## src/rtl/core/u8u16dec_pkg.sv

```systemverilog
// Package: shared types and constants of the UTF-8 to UTF-16 decoder.
`timescale 1ns / 1ps
package u8u16dec_pkg;

    // Result queue depth, a power of two of at least four.
    localparam int OUTQ_DEPTH = 4;

    // Register indexes and reset value.
    localparam logic REG_OS_LEVEL = 1'b0;
    localparam logic [1:0] OS_LEVEL_RESET = 2'd2;

    // One result item.
    typedef struct packed {
        logic        last;
        logic        error;
        logic [15:0] code_unit;
    } unit_t;

    // Results caused by one accepted byte: zero, one or two units.
    typedef struct packed {
        logic [1:0] count;
        unit_t      u0;
        unit_t      u1;
    } dec_res_t;

endpackage

```

## src/rtl/core/utf8_to_utf16_decoder.sv

```systemverilog
// Units are queued as their byte is accepted and leave one a cycle while m_tready is high.
// Throughput: one byte per cycle; a four-byte sequence can yield two units.
// The input side stalls only while the result queue lacks room for two units.
// Reset (rst_n low, asynchronous) clears the sequence state, the error flag and the queue,
// and sets os_level to 2 (no substitution).
`timescale 1ns / 1ps
module utf8_to_utf16_decoder
#(
    parameter int OUTQ_DEPTH = u8u16dec_pkg::OUTQ_DEPTH
)
(
    input  logic        clk,
    input  logic        rst_n,

    // Byte input stream.
    input  logic        s_tvalid,
    output logic        s_tready,
    input  logic [7:0]  s_tdata,    // [7:0] data_byte

    // Code unit output stream.
    output logic        m_tvalid,
    input  logic        m_tready,
    output logic [15:0] m_tdata,    // [15:0] code_unit
    output logic [0:0]  m_tuser,    // [0] error
    output logic        m_tlast,    // terminator result

    // Configuration port.
    input  logic        psel,
    input  logic        penable,
    input  logic        pwrite,
    input  logic [2:0]  paddr,
    input  logic [31:0] pwdata,
    output logic [31:0] prdata,
    output logic        pready
);

    logic [1:0]             os_level_reg;
    logic [1:0]             os_level_next;
    logic                   in_accept;
    logic                   room;
    u8u16dec_pkg::dec_res_t res;
    u8u16dec_pkg::unit_t    out_unit;

    // Configuration: one register, word aligned; only paddr[2] selects it.
    assign pready = 1'b1;

    always_comb
    begin
        os_level_next = os_level_reg;
        if (psel && penable && pwrite && paddr[2] == u8u16dec_pkg::REG_OS_LEVEL)
            os_level_next = pwdata[1:0];
    end

    always_comb
    begin
        prdata = 32'd0;
        if (paddr[2] == u8u16dec_pkg::REG_OS_LEVEL)
            prdata = {30'd0, os_level_reg};
    end

    always_ff @(posedge clk or negedge rst_n)
    begin
        if (!rst_n)
            os_level_reg <= u8u16dec_pkg::OS_LEVEL_RESET;
        else
            os_level_reg <= os_level_next;
    end

    // Accept a byte whenever the queue can absorb the worst case of two units.
    assign s_tready  = room;
    assign in_accept = s_tvalid & s_tready;

    // Decode the byte against the pending sequence and advance the state.
    u8u16dec_core u_core
    (
        .clk       (clk),
        .rst_n     (rst_n),
        .accept    (in_accept),
        .data_byte (s_tdata),
        .os_level  (os_level_reg),
        .res       (res)
    );

    // Hold results until the sink takes them, one item per cycle.
    u8u16dec_outq
    #(
        .DEPTH (OUTQ_DEPTH)
    )
    u_outq
    (
        .clk       (clk),
        .rst_n     (rst_n),
        .res       (res),
        .room      (room),
        .out_valid (m_tvalid),
        .out_ready (m_tready),
        .out_unit  (out_unit)
    );

    assign m_tdata    = out_unit.code_unit;
    assign m_tuser[0] = out_unit.error;
    assign m_tlast    = out_unit.last;

endmodule

```

## src/rtl/core/u8u16dec_core.sv

```systemverilog
// Decoder core: sequence state and the per-byte decode into code units.
`timescale 1ns / 1ps
module u8u16dec_core
(
    input  logic                    clk,
    input  logic                    rst_n,
    input  logic                    accept,
    input  logic [7:0]              data_byte,
    input  logic [1:0]              os_level,
    output u8u16dec_pkg::dec_res_t  res
);

    localparam logic [1:0]  OS_PRE_WIN8  = 2'd0;
    localparam logic [1:0]  OS_WIN10     = 2'd2;
    localparam logic [15:0] SPACE        = 16'h0020;
    localparam logic [15:0] SURR_HI_BASE = 16'hD800;
    localparam logic [15:0] SURR_LO_BASE = 16'hDC00;
    localparam logic [20:0] PLANE1_BASE  = 21'h010000;

    logic [1:0]  bytes_left_reg, bytes_left_next;
    logic [2:0]  seq_length_reg, seq_length_next;
    logic [20:0] partial_code_reg, partial_code_next;
    logic        bad_string_reg, bad_string_next;

    logic [20:0] shifted;
    logic [1:0]  left_dec;
    logic [20:0] cp4;
    logic [20:0] cp4_off;

    function automatic logic [15:0] subst16(input logic [15:0] c, input logic [1:0] os);
        logic [15:0] r;
        r = c;
        if (os == OS_PRE_WIN8)
        begin
            if (c == 16'h2705)
                r = 16'h2714;
            else if (c >= 16'h2667 && c <= 16'h2775)
                r = SPACE;
        end
        return r;
    endfunction

    function automatic logic [20:0] subst32(input logic [20:0] c, input logic [1:0] os);
        logic [20:0] r;
        r = c;
        if (os < OS_WIN10)
        begin
            if (c == 21'h1F388 || c == 21'h1F534 || c == 21'h1F535)
                r = 21'h025CF;
            else if (c >= 21'h1F600 && c <= 21'h1F64F)
                r = 21'h0263A;
            else if (c >= 21'h1F300)
                r = {5'd0, SPACE};
        end
        return r;
    endfunction

    always_comb
    begin
        bytes_left_next   = bytes_left_reg;
        seq_length_next   = seq_length_reg;
        partial_code_next = partial_code_reg;
        bad_string_next   = bad_string_reg;
        res               = '0;

        shifted  = {partial_code_reg[14:0], data_byte[5:0]};
        left_dec = bytes_left_reg - 2'd1;
        cp4      = subst32(shifted, os_level);
        cp4_off  = cp4 - PLANE1_BASE;

        if (data_byte == 8'd0)
        begin
            // Terminator: report and clear the string state.
            res.count        = 2'd1;
            res.u0.last      = 1'b1;
            res.u0.error     = bad_string_reg | (bytes_left_reg != 2'd0);
            res.u0.code_unit = 16'd0;
            bytes_left_next   = 2'd0;
            seq_length_next   = 3'd0;
            partial_code_next = 21'd0;
            bad_string_next   = 1'b0;
        end
        else if (bad_string_reg)
        begin
            // Drop everything up to the terminator.
        end
        else if (bytes_left_reg != 2'd0)
        begin
            if (data_byte[7:6] != 2'b10)
            begin
                bad_string_next   = 1'b1;
                bytes_left_next   = 2'd0;
                seq_length_next   = 3'd0;
                partial_code_next = 21'd0;
            end
            else if (left_dec != 2'd0)
            begin
                partial_code_next = shifted;
                bytes_left_next   = left_dec;
            end
            else
            begin
                partial_code_next = 21'd0;
                bytes_left_next   = 2'd0;
                seq_length_next   = 3'd0;
                case (seq_length_reg)
                    3'd2:
                    begin
                        res.count        = 2'd1;
                        res.u0.code_unit = shifted[15:0];
                    end
                    3'd3:
                    begin
                        res.count        = 2'd1;
                        res.u0.code_unit = subst16(shifted[15:0], os_level);
                    end
                    default:
                    begin
                        if (cp4[20:16] == 5'd0)
                        begin
                            res.count        = 2'd1;
                            res.u0.code_unit = cp4[15:0];
                        end
                        else
                        begin
                            res.count        = 2'd2;
                            res.u0.code_unit = SURR_HI_BASE | {6'd0, cp4_off[19:10]};
                            res.u1.code_unit = SURR_LO_BASE | {6'd0, cp4[9:0]};
                        end
                    end
                endcase
            end
        end
        else if (data_byte[7] == 1'b0)
        begin
            res.count        = 2'd1;
            res.u0.code_unit = {8'd0, data_byte};
        end
        else if (data_byte[7:5] == 3'b110)
        begin
            partial_code_next = {16'd0, data_byte[4:0]};
            seq_length_next   = 3'd2;
            bytes_left_next   = 2'd1;
        end
        else if (data_byte[7:4] == 4'b1110)
        begin
            partial_code_next = {17'd0, data_byte[3:0]};
            seq_length_next   = 3'd3;
            bytes_left_next   = 2'd2;
        end
        else if (data_byte[7:3] == 5'b11110)
        begin
            partial_code_next = {18'd0, data_byte[2:0]};
            seq_length_next   = 3'd4;
            bytes_left_next   = 2'd3;
        end
        else
        begin
            bad_string_next = 1'b1;
        end

        if (!accept)
        begin
            res.count         = 2'd0;
            bytes_left_next   = bytes_left_reg;
            seq_length_next   = seq_length_reg;
            partial_code_next = partial_code_reg;
            bad_string_next   = bad_string_reg;
        end
    end

    always_ff @(posedge clk or negedge rst_n)
    begin
        if (!rst_n)
        begin
            bytes_left_reg   <= 2'd0;
            seq_length_reg   <= 3'd0;
            partial_code_reg <= 21'd0;
            bad_string_reg   <= 1'b0;
        end
        else
        begin
            bytes_left_reg   <= bytes_left_next;
            seq_length_reg   <= seq_length_next;
            partial_code_reg <= partial_code_next;
            bad_string_reg   <= bad_string_next;
        end
    end

endmodule

```

## src/rtl/core/u8u16dec_outq.sv

```systemverilog
// Result queue: takes up to two units per cycle, hands out one per cycle while out_ready is high.
`timescale 1ns / 1ps
module u8u16dec_outq
#(
    parameter int DEPTH = u8u16dec_pkg::OUTQ_DEPTH
)
(
    input  logic                    clk,
    input  logic                    rst_n,
    input  u8u16dec_pkg::dec_res_t  res,
    output logic                    room,
    output logic                    out_valid,
    input  logic                    out_ready,
    output u8u16dec_pkg::unit_t     out_unit
);

    localparam int PW = $clog2(DEPTH);
    localparam int CW = $clog2(DEPTH + 1);

    u8u16dec_pkg::unit_t mem_reg [DEPTH];

    logic [PW-1:0] wr_ptr_reg, wr_ptr_next;
    logic [PW-1:0] rd_ptr_reg, rd_ptr_next;
    logic [CW-1:0] cnt_reg, cnt_next;
    logic          pop;

    assign room      = cnt_reg <= CW'(DEPTH - 2);
    assign out_valid = cnt_reg != '0;
    assign out_unit  = mem_reg[rd_ptr_reg];
    assign pop       = out_valid & out_ready;

    always_comb
    begin
        wr_ptr_next = wr_ptr_reg + PW'(res.count);
        rd_ptr_next = rd_ptr_reg + PW'(pop);
        cnt_next    = cnt_reg + CW'(res.count) - CW'(pop);
    end

    always_ff @(posedge clk)
    begin
        if (res.count != 2'd0)
            mem_reg[wr_ptr_reg] <= res.u0;
        if (res.count == 2'd2)
            mem_reg[wr_ptr_reg + PW'(1)] <= res.u1;
    end

    always_ff @(posedge clk or negedge rst_n)
    begin
        if (!rst_n)
        begin
            wr_ptr_reg <= '0;
            rd_ptr_reg <= '0;
            cnt_reg    <= '0;
        end
        else
        begin
            wr_ptr_reg <= wr_ptr_next;
            rd_ptr_reg <= rd_ptr_next;
            cnt_reg    <= cnt_next;
        end
    end

endmodule

```

## config.mk

```make
export PLATFORM = sky130hd
export DESIGN_NAME = utf8_to_utf16_decoder
export DESIGN_NICKNAME = d
export VERILOG_FILES = /design/src/rtl/core/u8u16dec_pkg.sv /design/src/rtl/core/utf8_to_utf16_decoder.sv /design/src/rtl/core/u8u16dec_core.sv /design/src/rtl/core/u8u16dec_outq.sv
export SDC_FILE = /design/constraint.sdc
export NUM_CORES = 1
export LEC_CHECK = 0
export ABC_AREA = 1
export BUFFER_PORTS_ARGS = -buffer_cell sky130_fd_sc_hd__buf_2
export CORE_MARGIN = 3
export CORE_UTILIZATION = 62
export DETAILED_ROUTE_END_ITERATION = 10
export HOLD_SLACK_MARGIN = 0.06
export PLACE_DENSITY = 0.94
export SETUP_SLACK_MARGIN = 0.15
export SLEW_MARGIN = 20
export SYNTH_ARGS = -nofsm -noshare
export SYNTH_HDL_FRONTEND = slang
export SYNTH_SLANG_ARGS = --single-unit
```

## constraint.sdc

```tcl
create_clock -name clk -period 7.4 [get_ports clk]
set_clock_uncertainty 0.15 [all_clocks]
set_input_delay 1.48 -clock clk [delete_from_list [all_inputs] [get_ports clk]]
set_output_delay 1.48 -clock clk [all_outputs]
set_load 0.02 [all_outputs]
```

* Word level (Yosys, flattened, before mapping) *
Memories as Yosys holds them, arrays and structs flattened.
Index checks and enable logic that the tools add are counted.

storage, ports and cells
  register bits after elaboration = 30
  latch bits = 0
  bits in writable memories = 72
  ROM bits = 0
  input bits = 50
  output and inout bits = 53
  logic and storage cells = 131
  memories = 1

memories
  memory          depth  bits a word  read ports  clocked after memory_dff  write ports  RTL line             text
  u_outq.mem_reg  4      18           1           0                         2            u8u16dec_outq.sv:20  u8u16dec_pkg::unit_t mem_reg [DEPTH];

cells by class
  $add $sub $neg = 7
  multiply operators = 0
  divide/modulo/power cells = 0
  magnitude comparators = 7
  equality and inequality tests = 13
  shifts and indexed selects = 0
  muxes and demuxes = 72
  bitwise logic cells = 4
  reductions and logical operators = 19

operator list
  kind                                                                      number
  16-bit 2-to-1 mux                                                         16
  15-bit 2-to-1 mux                                                         9
  21-bit 2-to-1 mux                                                         4
  21-bit by 17-bit equality test with 1-bit output (second input constant)  3
  21-bit by 17-bit >= comparator with 1-bit output (second input constant)  2
  2-bit 2-to-1 mux                                                          19
  16-bit one-hot mux with 2 select lines                                    1
  3-bit 2-to-1 mux                                                          9
  21-bit by 17-bit <= comparator with 1-bit output (second input constant)  1
  20-bit by 17-bit subtractor with 20-bit output (second input constant)    1
  16-bit by 14-bit equality test with 1-bit output (second input constant)  1
  16-bit by 14-bit >= comparator with 1-bit output (second input constant)  1
  16-bit by 14-bit <= comparator with 1-bit output (second input constant)  1
  1-bit 2-to-1 mux                                                          13
  8-bit zero test                                                           1
  7-bit 2-to-1 mux                                                          1
  3-bit by 2-bit equality test with 1-bit output (second input constant)    2
  2-bit nonzero test                                                        3
  3-bit nonzero test                                                        2
  5-bit equality test (second input constant)                               1
  1-bit logical AND                                                         5
  5-bit zero test                                                           1
  5-bit AND reduction                                                       1
  5-bit nonzero test                                                        1
  20 further kinds                                                          23

* Logic depth before layout (Yosys ltp) *
Gate-level depths: netlist of run 1.

  depth in word-level cells = 17
  gate-level depth with buffers = 22
  depth with buffers taken out = 20

* Modules after synthesis *
Synthesis of run 1 repeated with hierarchy kept, for this count alone.

unflattened totals
  cells, all modules = 909
  area total of the unflattened synthesis = 7093.1 um^2

by module, submodules not included
  module                 instances  cells each  area each (um^2)  seq. area each (um^2)
  u8u16dec_outq          1          425         4216.5            2337.2
  u8u16dec_core          1          432         2516.2            525.5
  utf8_to_utf16_decoder  1          52          360.3             51.3

* Least setup slack after synthesis of run 1 *
OpenSTA, ideal clock, no wires.

  path kind = input-to-reg
  start point = input port s_tdata[0]
  end point = register u_outq.cnt_reg[2]
  library setup time = 0.129 ns
  arrival time = 3.456 ns
  data required time = 7.121 ns
  path slack = 3.665 ns
  stages = 14
  buffers on the path = 1
  cell sequence = clkbuf_2 -> nor3_2 -> nand2_1 -> nor2_4 -> o21ai_0 -> inv_1 -> nand2_1 -> ha_1 -> inv_1 -> ha_1 -> inv_1 -> fa_1 -> xnor2_1 -> xor2_1

on the way
  word-level cells in the longest chain between the ends = 16
  elaborated cells on any way between the ends = 25
  classes of those cells = add/sub: 2; order compare: 3; eq/ne: 3; mux: 12; reduce/logical: 5

ends and longest elaborated chain
  what                                                                            RTL line                                  text
  from (decl)                                                                     utf8_to_utf16_decoder.sv:18               input logic [7:0] s_tdata,
  21-bit by 17-bit >= comparator with 1-bit output, or another cell as far along  u8u16dec_core.sv:52                       else if (c >= 21'h1F300)
  21-bit 2-to-1 mux, or another cell as far along                                 u8u16dec_core.sv:52
  21-bit 2-to-1 mux / 1-bit logical OR (equally long branches)                    u8u16dec_core.sv:50, u8u16dec_core.sv:48
  21-bit 2-to-1 mux                                                               u8u16dec_core.sv:48                       if (c == 21'h1F388 || c == 21'h1F534 || c == 21'h1F535)
  21-bit 2-to-1 mux                                                               u8u16dec_core.sv:46                       if (os < OS_WIN10)
  5-bit zero test                                                                 u8u16dec_core.sv:119                      if (cp4[20:16] == 5'd0)
  2-bit 2-to-1 mux                                                                u8u16dec_core.sv:119
  2-bit 2-to-1 mux                                                                u8u16dec_core.sv:106                      case (seq_length_reg)
  2-bit 2-to-1 mux                                                                u8u16dec_core.sv:96                       else if (left_dec != 2'd0)
  2-bit 2-to-1 mux                                                                u8u16dec_core.sv:89                       if (data_byte[7:6] != 2'b10)
  2-bit 2-to-1 mux                                                                u8u16dec_core.sv:87                       else if (bytes_left_reg != 2'd0)
  2-bit 2-to-1 mux                                                                u8u16dec_core.sv:83                       else if (bad_string_reg)
  2-bit 2-to-1 mux (*)                                                            u8u16dec_core.sv:71                       if (data_byte == 8'd0)
  2-bit 2-to-1 mux (*)                                                            u8u16dec_core.sv:162                      if (!accept)
  3-bit by 2-bit adder with 3-bit output (*)                                      u8u16dec_outq.sv:36                       cnt_next = cnt_reg + CW'(res.count) - CW'(pop);
  3-bit by 1-bit subtractor with 3-bit output (*)                                 u8u16dec_outq.sv:36
  via u_outq.cnt_next[2]                                                          u8u16dec_outq.sv:24                       logic [CW-1:0] cnt_reg, cnt_next;
  to (signal assigned)                                                            u8u16dec_outq.sv:59                       cnt_reg <= cnt_next;
  to (decl)                                                                       u8u16dec_outq.sv:24

Mark *: on every way through the listed nets, which the timed path passes. The rest lies on a longest branch.
A chain may end at the register's enable or synchronous reset.

==> impl_metrics.env, run 1 <==
export IMPL_hold_path_class="reg2reg"
export IMPL_drv_cap=0
export IMPL_critical_path_class="reg2reg"
export IMPL_synth_warnings=0
export IMPL_clock_sinks=102
export IMPL_crit_chain="inv_1 > nand3_1 > nand3_1 > nand2_1 > inv_1 > o21ai_2 > ha_1 > nand4_1 > inv_2 > nor2_4 > inv_2 > nor2_8 > nand2_8 > inv_2 > nor2_4 > nor2_2 > inv_2 > nand2_1"
export IMPL_timing_rr_end="u_outq.mem_reg[1][7]"
export IMPL_antenna_cells=0
export IMPL_ctsHoldBuffers=0
export IMPL_synth_edf_count=60
export IMPL_whs_endpoint="u_outq.mem_reg[0][16]"
export IMPL_p_per_area_nw_per_um2=337
export IMPL_synthesis_area_sq_um=6560
export IMPL_io_buffer_count=39
export IMPL_clockRootBuffer="clkbuf_8"
export IMPL_cpPeakStageDelay_ns=0.57
export IMPL_ys_seq_elements=102
export IMPL_post_synth_top_count_cell="nand2_1"
export IMPL_min_from="u_outq.mem_reg[0][16]"
export IMPL_grt_ovfl_total=0
export IMPL_pwr_share_clk_pct=15.1
export IMPL_num_vias=6088
export IMPL_drt_pass1_iterations=5
export IMPL_avgRoutedWirePerCell_um=17.0
export IMPL_drt_iter0_markers=704
export IMPL_cp_end_kind="flip-flop"
export IMPL_power_leakage_nw=2.98
export IMPL_grt_pass1_vias=5630
export IMPL_ioPinCount=103
export IMPL_synth_ff_type="edfxtp_1"
export IMPL_dp_hpwl_um=12300
export IMPL_insertion_delay_ns=0.38
export IMPL_async_flop_share_pct=29.4
export IMPL_worst_slack_ns=2.91
export IMPL_gp_congestion=1.02
export IMPL_num_rows=36
export IMPL_path_clk_slew_ns=0.10
export IMPL_finalHoldViolCount=0
export IMPL_worst_pin_slew_ns=0.908
export IMPL_tritoncts="done"
export IMPL_layout_drive_gt1_share_pct=11.5
export IMPL_min_period_ns=4.49
export IMPL_synth_commonest_cells="nand2_1, o21ai_0, nor2_1, nand3_1, inv_1"
export IMPL_seqPwrFrac_pct=34.2
export IMPL_synth_seq_area_share_pct=42.6
export IMPL_required_ns=7.27
export IMPL_status="complete, no violations"
export IMPL_synth_cells=859
export IMPL_nNetsFinal=934
export IMPL_core_sq_um=10000
export IMPL_relSlewSlack_pct=39.1
export IMPL_hold_ws_ns=0.348
export IMPL_regToRegStartpoint="u_core.partial_code_reg[5]"
export IMPL_syn_area_per_cell_sq_um=7.64
export IMPL_clk_path_buf_depth=2
export IMPL_initial_core_util_pct=65.3
export IMPL_largest_register_ffs=72
export IMPL_yosysTopAreaCell="edfxtp_1"
export IMPL_synth_top_area_share_pct=27.5
export IMPL_p_comb_share_pct=50.8
export IMPL_design_die_area_sq_um=11900
export IMPL_fmax_mhz=223
export IMPL_ir_drop_mv=0.202
export IMPL_ctsResizeCount=0
export IMPL_die_x_um=109
export IMPL_cp_slowest_cell="nand2_1"
export IMPL_postCtsSetupBuffers=0
export IMPL_place_ws_ns=2.94
export IMPL_cp_buffers_inverters=6
export IMPL_drt_wl_total_um=17200
export IMPL_p_sw_mw=1.15
export IMPL_slew_violations=0
export IMPL_drc=0
export IMPL_min_path_cells=2
export IMPL_worstPathMaxFanout=15
export IMPL_switching_share_pct=50.0
export IMPL_crit_path_start_kind="flip-flop"
export IMPL_setup_viol=0
export IMPL_grt_pass1_wl_um=27800
export IMPL_critPathArrivalTime_ns=4.36
export IMPL_die_height_um=109
export IMPL_htreeDepth=3
export IMPL_area_growth_pct=4.29
export IMPL_reg2reg_depth=18
export IMPL_cts_buffers=9
export IMPL_rsz0062_at_grt="no"
export IMPL_intPower_mw=1.15
export IMPL_setup_tns_final_ns=0
export IMPL_vias_per_cell=6.02
export IMPL_post_route_period_util_pct=60.7
export IMPL_r2r_setup_slack_ns=2.91
export IMPL_path_common_cell="inv_2"
export IMPL_yosysUniqueCellTypes=45
export IMPL_grt_max_degree=39
export IMPL_fill_cells=860
export IMPL_synth_area_top_cells="edfxtp_1, dfrtp_1, nand2_1, o21ai_0, nor2_1"
export IMPL_ant_nets=0
export IMPL_grt_usage_pct=30.3
export IMPL_crit_family="simple AND/OR/NAND/NOR gates"
export IMPL_antenna_found_initial=0
-- metal layers --
layer	vias to the layer above	global-route usage, %	share of wire, %
met3	67	6.04	11
met5	-	0	0
met4	0	12.9	3.5
met2	411	49.3	47
li1	2875	-	-
met1	2735	39.6	38
-- worst max path at each step --
stage / startpoint / endpoint / slack [ns] / cells after the start
2_1_floorplan: s_tdata[0] / u_outq.cnt_reg[2] / 3.66 / 14
3_3_place_gp: s_tdata[4] / u_outq.mem_reg[1][0] / 3.01 / 15
3_5_place_dp: s_tdata[4] / u_outq.mem_reg[1][5] / 2.94 / 15
4_1_cts: u_core.partial_code_reg[5] / u_outq.mem_reg[1][7] / 2.95 / 18
5_1_grt: u_core.partial_code_reg[3] / u_outq.mem_reg[1][9] / 2.62 / 18
6_report: u_core.partial_code_reg[5] / u_outq.mem_reg[1][7] / 2.91 / 18
-- kinds of logic (layout without fill, tap and decap cells) --
group                      after synthesis  in the layout  share of synthesized area, %
other                                    2             31                         0.114
xor gates and xnor gates                 7              7                         0.934
DFF                                    102            102                          42.6
AOI/OAI and AO/OA                      197            197                          16.8
buffers and inverters                  157            148                          11.4
adders and majority gates               10             10                          2.02
and+or+nand+nor                        384            384                          26.1
-- power by group through the flow --
stage / clock, mW / sequential [mW] / combinational [mW]
final: 0.348 / 0.789 / 1.17
after floorplan: 0 / 0.747 / 0.892
after global routing: 0.369 / 0.800 / 1.31
after detailed placement: 0 / 0.796 / 1.15
after global placement: 0 / 0.793 / 1.13
after CTS: 0.348 / 0.784 / 1.16
-- cell type report --
type,instances,area [sq um],share of cell area (%)
Clock buffer,9,124,1.81
Sequential cell,102,2790,40.8
Clock inverter,7,70.1,1.02
Inverter,89,334,4.88
Timing Repair Buffer,43,225,3.29
Multi-Input combinational cell,629,3130,45.7
Tap cell,133,166,2.43
-- layout by cell type (no fill, tap or decap), types with 10 or more instances in the layout --
cell / synthesis / layout
nand2_1: 169 / 169
o21ai_0: 103 / 103
nor2_1: 99 / 99
nand3_1: 73 / 73
inv_1: 69 / 69
edfxtp_1: 60 / 60
buf_2: 14 / 39
a21oi_1: 36 / 36
conb_1: 2 / 31
dfrtp_1: 29 / 29
o22ai_1: 24 / 24
inv_2: 15 / 15
nand4_1: 13 / 13
dfxtp_1: 12 / 12
o31ai_1: 10 / 10
-- worst register-to-register path: cells and delay by family, from the launching register on --
kind            cells  cell delay (ns)
flops               1             0.49
buf+inv             6             1.05
simple gates       10             2.07
compound gates      1             0.15
fa+ha+maj           1             0.23
-- stage by stage --
stage               area, sq um  total power, mW  util (%)  cells
global route               6840             2.48      68.1   1012
global placement           6650             1.92      66.2    996
finish                     6840             2.31      68.1   1012
detailed placement         6650             1.95      66.2    996
CTS                        6840             2.29      68.1   1012
floorplan                  6670             1.64         -    888
(Power assumes the default switching activity.)
==> run 2: changes to the inputs <==
--- a/config.mk
+++ b/config.mk
@@ -8,10 +8,10 @@
 export ABC_AREA = 1
 export BUFFER_PORTS_ARGS = -buffer_cell sky130_fd_sc_hd__buf_2
 export CORE_MARGIN = 3
-export CORE_UTILIZATION = 62
+export CORE_UTILIZATION = 52
 export DETAILED_ROUTE_END_ITERATION = 10
 export HOLD_SLACK_MARGIN = 0.06
-export PLACE_DENSITY = 0.94
+export PLACE_DENSITY = 0.85
 export SETUP_SLACK_MARGIN = 0.15
 export SLEW_MARGIN = 20
 export SYNTH_ARGS = -nofsm -noshare
==> constraint.sdc (replaced) <==
create_clock -name clk -period 3.7 [get_ports clk]
set_clock_uncertainty 0.15 [all_clocks]
set_input_delay 0.74 -clock clk [delete_from_list [all_inputs] [get_ports clk]]
set_output_delay 0.74 -clock clk [all_outputs]
set_load 0.02 [all_outputs]
==> run 2 against run 1 <==
Against the previous run: global-route usage fell by 2.8 points; setup slack worse by 2.6 ns; largest power group unchanged; critical path type unchanged; die area rose by 18%; flip-flop and latch count did not move; first-iteration DRC count decreased by 16%; register-to-register slack worse by 2.6 ns.
==> impl_metrics.env, run 2 (synthesis results as in run 1) <==
export IMPL_largest_register_ffs=72
export IMPL_final_cell_mix="nand2_1, o21ai_0, nor2_1"
export IMPL_layout_drive_gt1_share_pct=16.4
export IMPL_tritoncts="done"
export IMPL_critPathArrivalTime_ns=3.44
export IMPL_cpPeakStageDelay_ns=0.44
export IMPL_drt_iter0_markers=593
export IMPL_num_vias=6188
export IMPL_cts_buffers=9
export IMPL_p_sw_mw=2.46
export IMPL_gp_congestion=0.986
export IMPL_crit_chain="nor2_1 > nand3_1 > inv_1 > nand2_1 > inv_1 > o21ai_2 > ha_1 > nand4_1 > inv_2 > nor2_4 > inv_2 > nor2_8 > nand2_8 > ha_1 > fa_1 > xnor2_1 > xor2_1"
export IMPL_final_cells=1094
export IMPL_vias_per_cell=5.66
export IMPL_rsz0062_at_grt="yes"
export IMPL_grt_max_degree=38
export IMPL_drv_cap=0
export IMPL_ir_drop_mv=0.414
export IMPL_area_growth_pct=12.5
export IMPL_power_leakage_nw=3.24
export IMPL_slew_violations=0
export IMPL_initial_core_util_pct=54.0
export IMPL_finalHoldViolCount=0
export IMPL_grt_usage_pct=27.5
export IMPL_finish_instance_area_sq_um=7380
export IMPL_num_rows=40
export IMPL_io_buffer_count=39
export IMPL_status="complete, no violations"
export IMPL_fmax_mhz=299
export IMPL_htreeDepth=3
export IMPL_grt_pass1_vias=5608
export IMPL_placedCellCount=1077
export IMPL_grt_pass1_wl_um=30200
export IMPL_intPower_mw=2.66
export IMPL_relSlewSlack_pct=39.6
export IMPL_post_route_period_util_pct=90.3
export IMPL_seqPwrFrac_pct=30.0
export IMPL_path_clk_slew_ns=0.07
export IMPL_antenna_cells=0
export IMPL_grt_ovfl_total=0
export IMPL_critical_path_class="reg2reg"
export IMPL_crit_family="adder cells"
export IMPL_setup_tns_final_ns=0
export IMPL_dp_hpwl_um=14300
export IMPL_final_core_util_pct=60.7
export IMPL_fill_cells=1143
export IMPL_crit_path_start_kind="flip-flop"
export IMPL_drt_wl_total_um=19400
export IMPL_avgRoutedWirePerCell_um=17.7
export IMPL_die_height_um=118
export IMPL_clock_sinks=102
export IMPL_antenna_found_initial=0
export IMPL_hold_path_class="in2async"
export IMPL_worst_pin_slew_ns=0.896
export IMPL_pwr_share_clk_pct=18.1
export IMPL_drc=0
export IMPL_die_x_um=118
export IMPL_ioPinCount=103
export IMPL_cp_buffers_inverters=4
export IMPL_dpl_instance_area_sq_um=7080
export IMPL_nNetsFinal=981
export IMPL_setup_viol=0
export IMPL_final_common_cell="nand2_1"
export IMPL_clockRootBuffer="clkbuf_16"
export IMPL_core_sq_um=12200
export IMPL_min_period_ns=3.34
export IMPL_required_ns=3.80
export IMPL_cp_slowest_cell="fa_1"
export IMPL_drt_pass1_iterations=6
export IMPL_switching_share_pct=48.1
export IMPL_cp_end_kind="flip-flop"
export IMPL_clk_path_buf_depth=2
export IMPL_insertion_delay_ns=0.36
export IMPL_p_comb_share_pct=51.9
export IMPL_design_die_area_sq_um=14000
export IMPL_worstPathMaxFanout=7
export IMPL_p_per_area_nw_per_um2=693
export IMPL_ant_nets=0
run 2: stage by stage:
| stage | hold slack, ns | total power [mW] | setup slack, ns |
|---|---|---|---|
| 2_1_floorplan | 0.293 | 3.28 | 0.380 |
| 3_3_place_gp | 0.304 | 4.14 | 0.361 |
| 3_5_place_dp | 0.318 | 4.18 | 0.325 |
| 4_1_cts | 0.297 | 5.10 | 0.328 |
| 5_1_grt | 0.318 | 5.47 | 0.0943 |
| 6_report | 0.270 | 5.11 | 0.359 |
run 2: what timing repair did:
action / 4_1_cts / 5_1_grt
hold buffers: 0 / 0
endpoints found under the hold margin: 0 / 0
setup buffers: 0 / 0
endpoints found under the setup margin: 0 / 6
resized for setup: 0 / 6
run 2: final timing paths:
kind	startpoint	endpoint	slack, ns	cells past startpoint
min in group clk	u_outq.mem_reg[0][16]	u_outq.mem_reg[0][16]	0.33	2
worst min register to register	u_outq.mem_reg[0][16]	u_outq.mem_reg[0][16]	0.33	2
worst min-delay path	rst_n	u_core.partial_code_reg[6]	0.27	1
worst max-delay path	u_core.partial_code_reg[13]	u_outq.cnt_reg[2]	0.36	17
max in group asynchronous	rst_n	u_core.partial_code_reg[4]	2.63	1
worst max register to register	u_core.partial_code_reg[13]	u_outq.cnt_reg[2]	0.36	17
run 2: cell type report:
| class | count | area (sq um) | share of cell area, % |
|---|---|---|---|
| Tap cell | 168 | 210 | 2.85 |
| Clock buffer | 9 | 225 | 3.05 |
| Timing Repair Buffer | 89 | 608 | 8.24 |
| Clock inverter | 7 | 58.8 | 0.797 |
| Sequential cell | 102 | 2800 | 37.9 |
| Multi-Input combinational cell | 629 | 3130 | 42.4 |
| Inverter | 89 | 344 | 4.66 |
| Timing Repair inverter | 1 | 5.00 | 0.0678 |
run 2: worst register-to-register path: stages, from the launching register on:
cell	delay (ns)
dfrtp_1	0.41
nor2_1	0.11
nand3_1	0.19
inv_1	0.16
nand2_1	0.08
inv_1	0.08
o21ai_2	0.08
ha_1	0.21
nand4_1	0.13
inv_2	0.09
nor2_4	0.20
inv_2	0.10
nor2_8	0.15
nand2_8	0.08
ha_1	0.30
fa_1	0.44
xnor2_1	0.14
xor2_1	0.14
run 2: per-layer routing:
metal  up-vias  part of all wire [%]  global-route usage [%]  wire, um
li1       2957                     -                       -         -
met1      2903                    42                    36.3      8070
met3        35                   8.1                    5.17      1560
met2       293                    48                    46.0      9290
met5         -                     0                       0         0
met4         0                   2.3                    8.42       451
run 2: power by group through the flow:
stage	Clock (mW)	Sequential, mW	Combinational (mW)
after floorplan	0	1.49	1.78
after global placement	0	1.54	2.60
after detailed placement	0	1.55	2.63
after CTS	0.935	1.53	2.64
after global routing	0.986	1.55	2.93
final	0.927	1.53	2.65
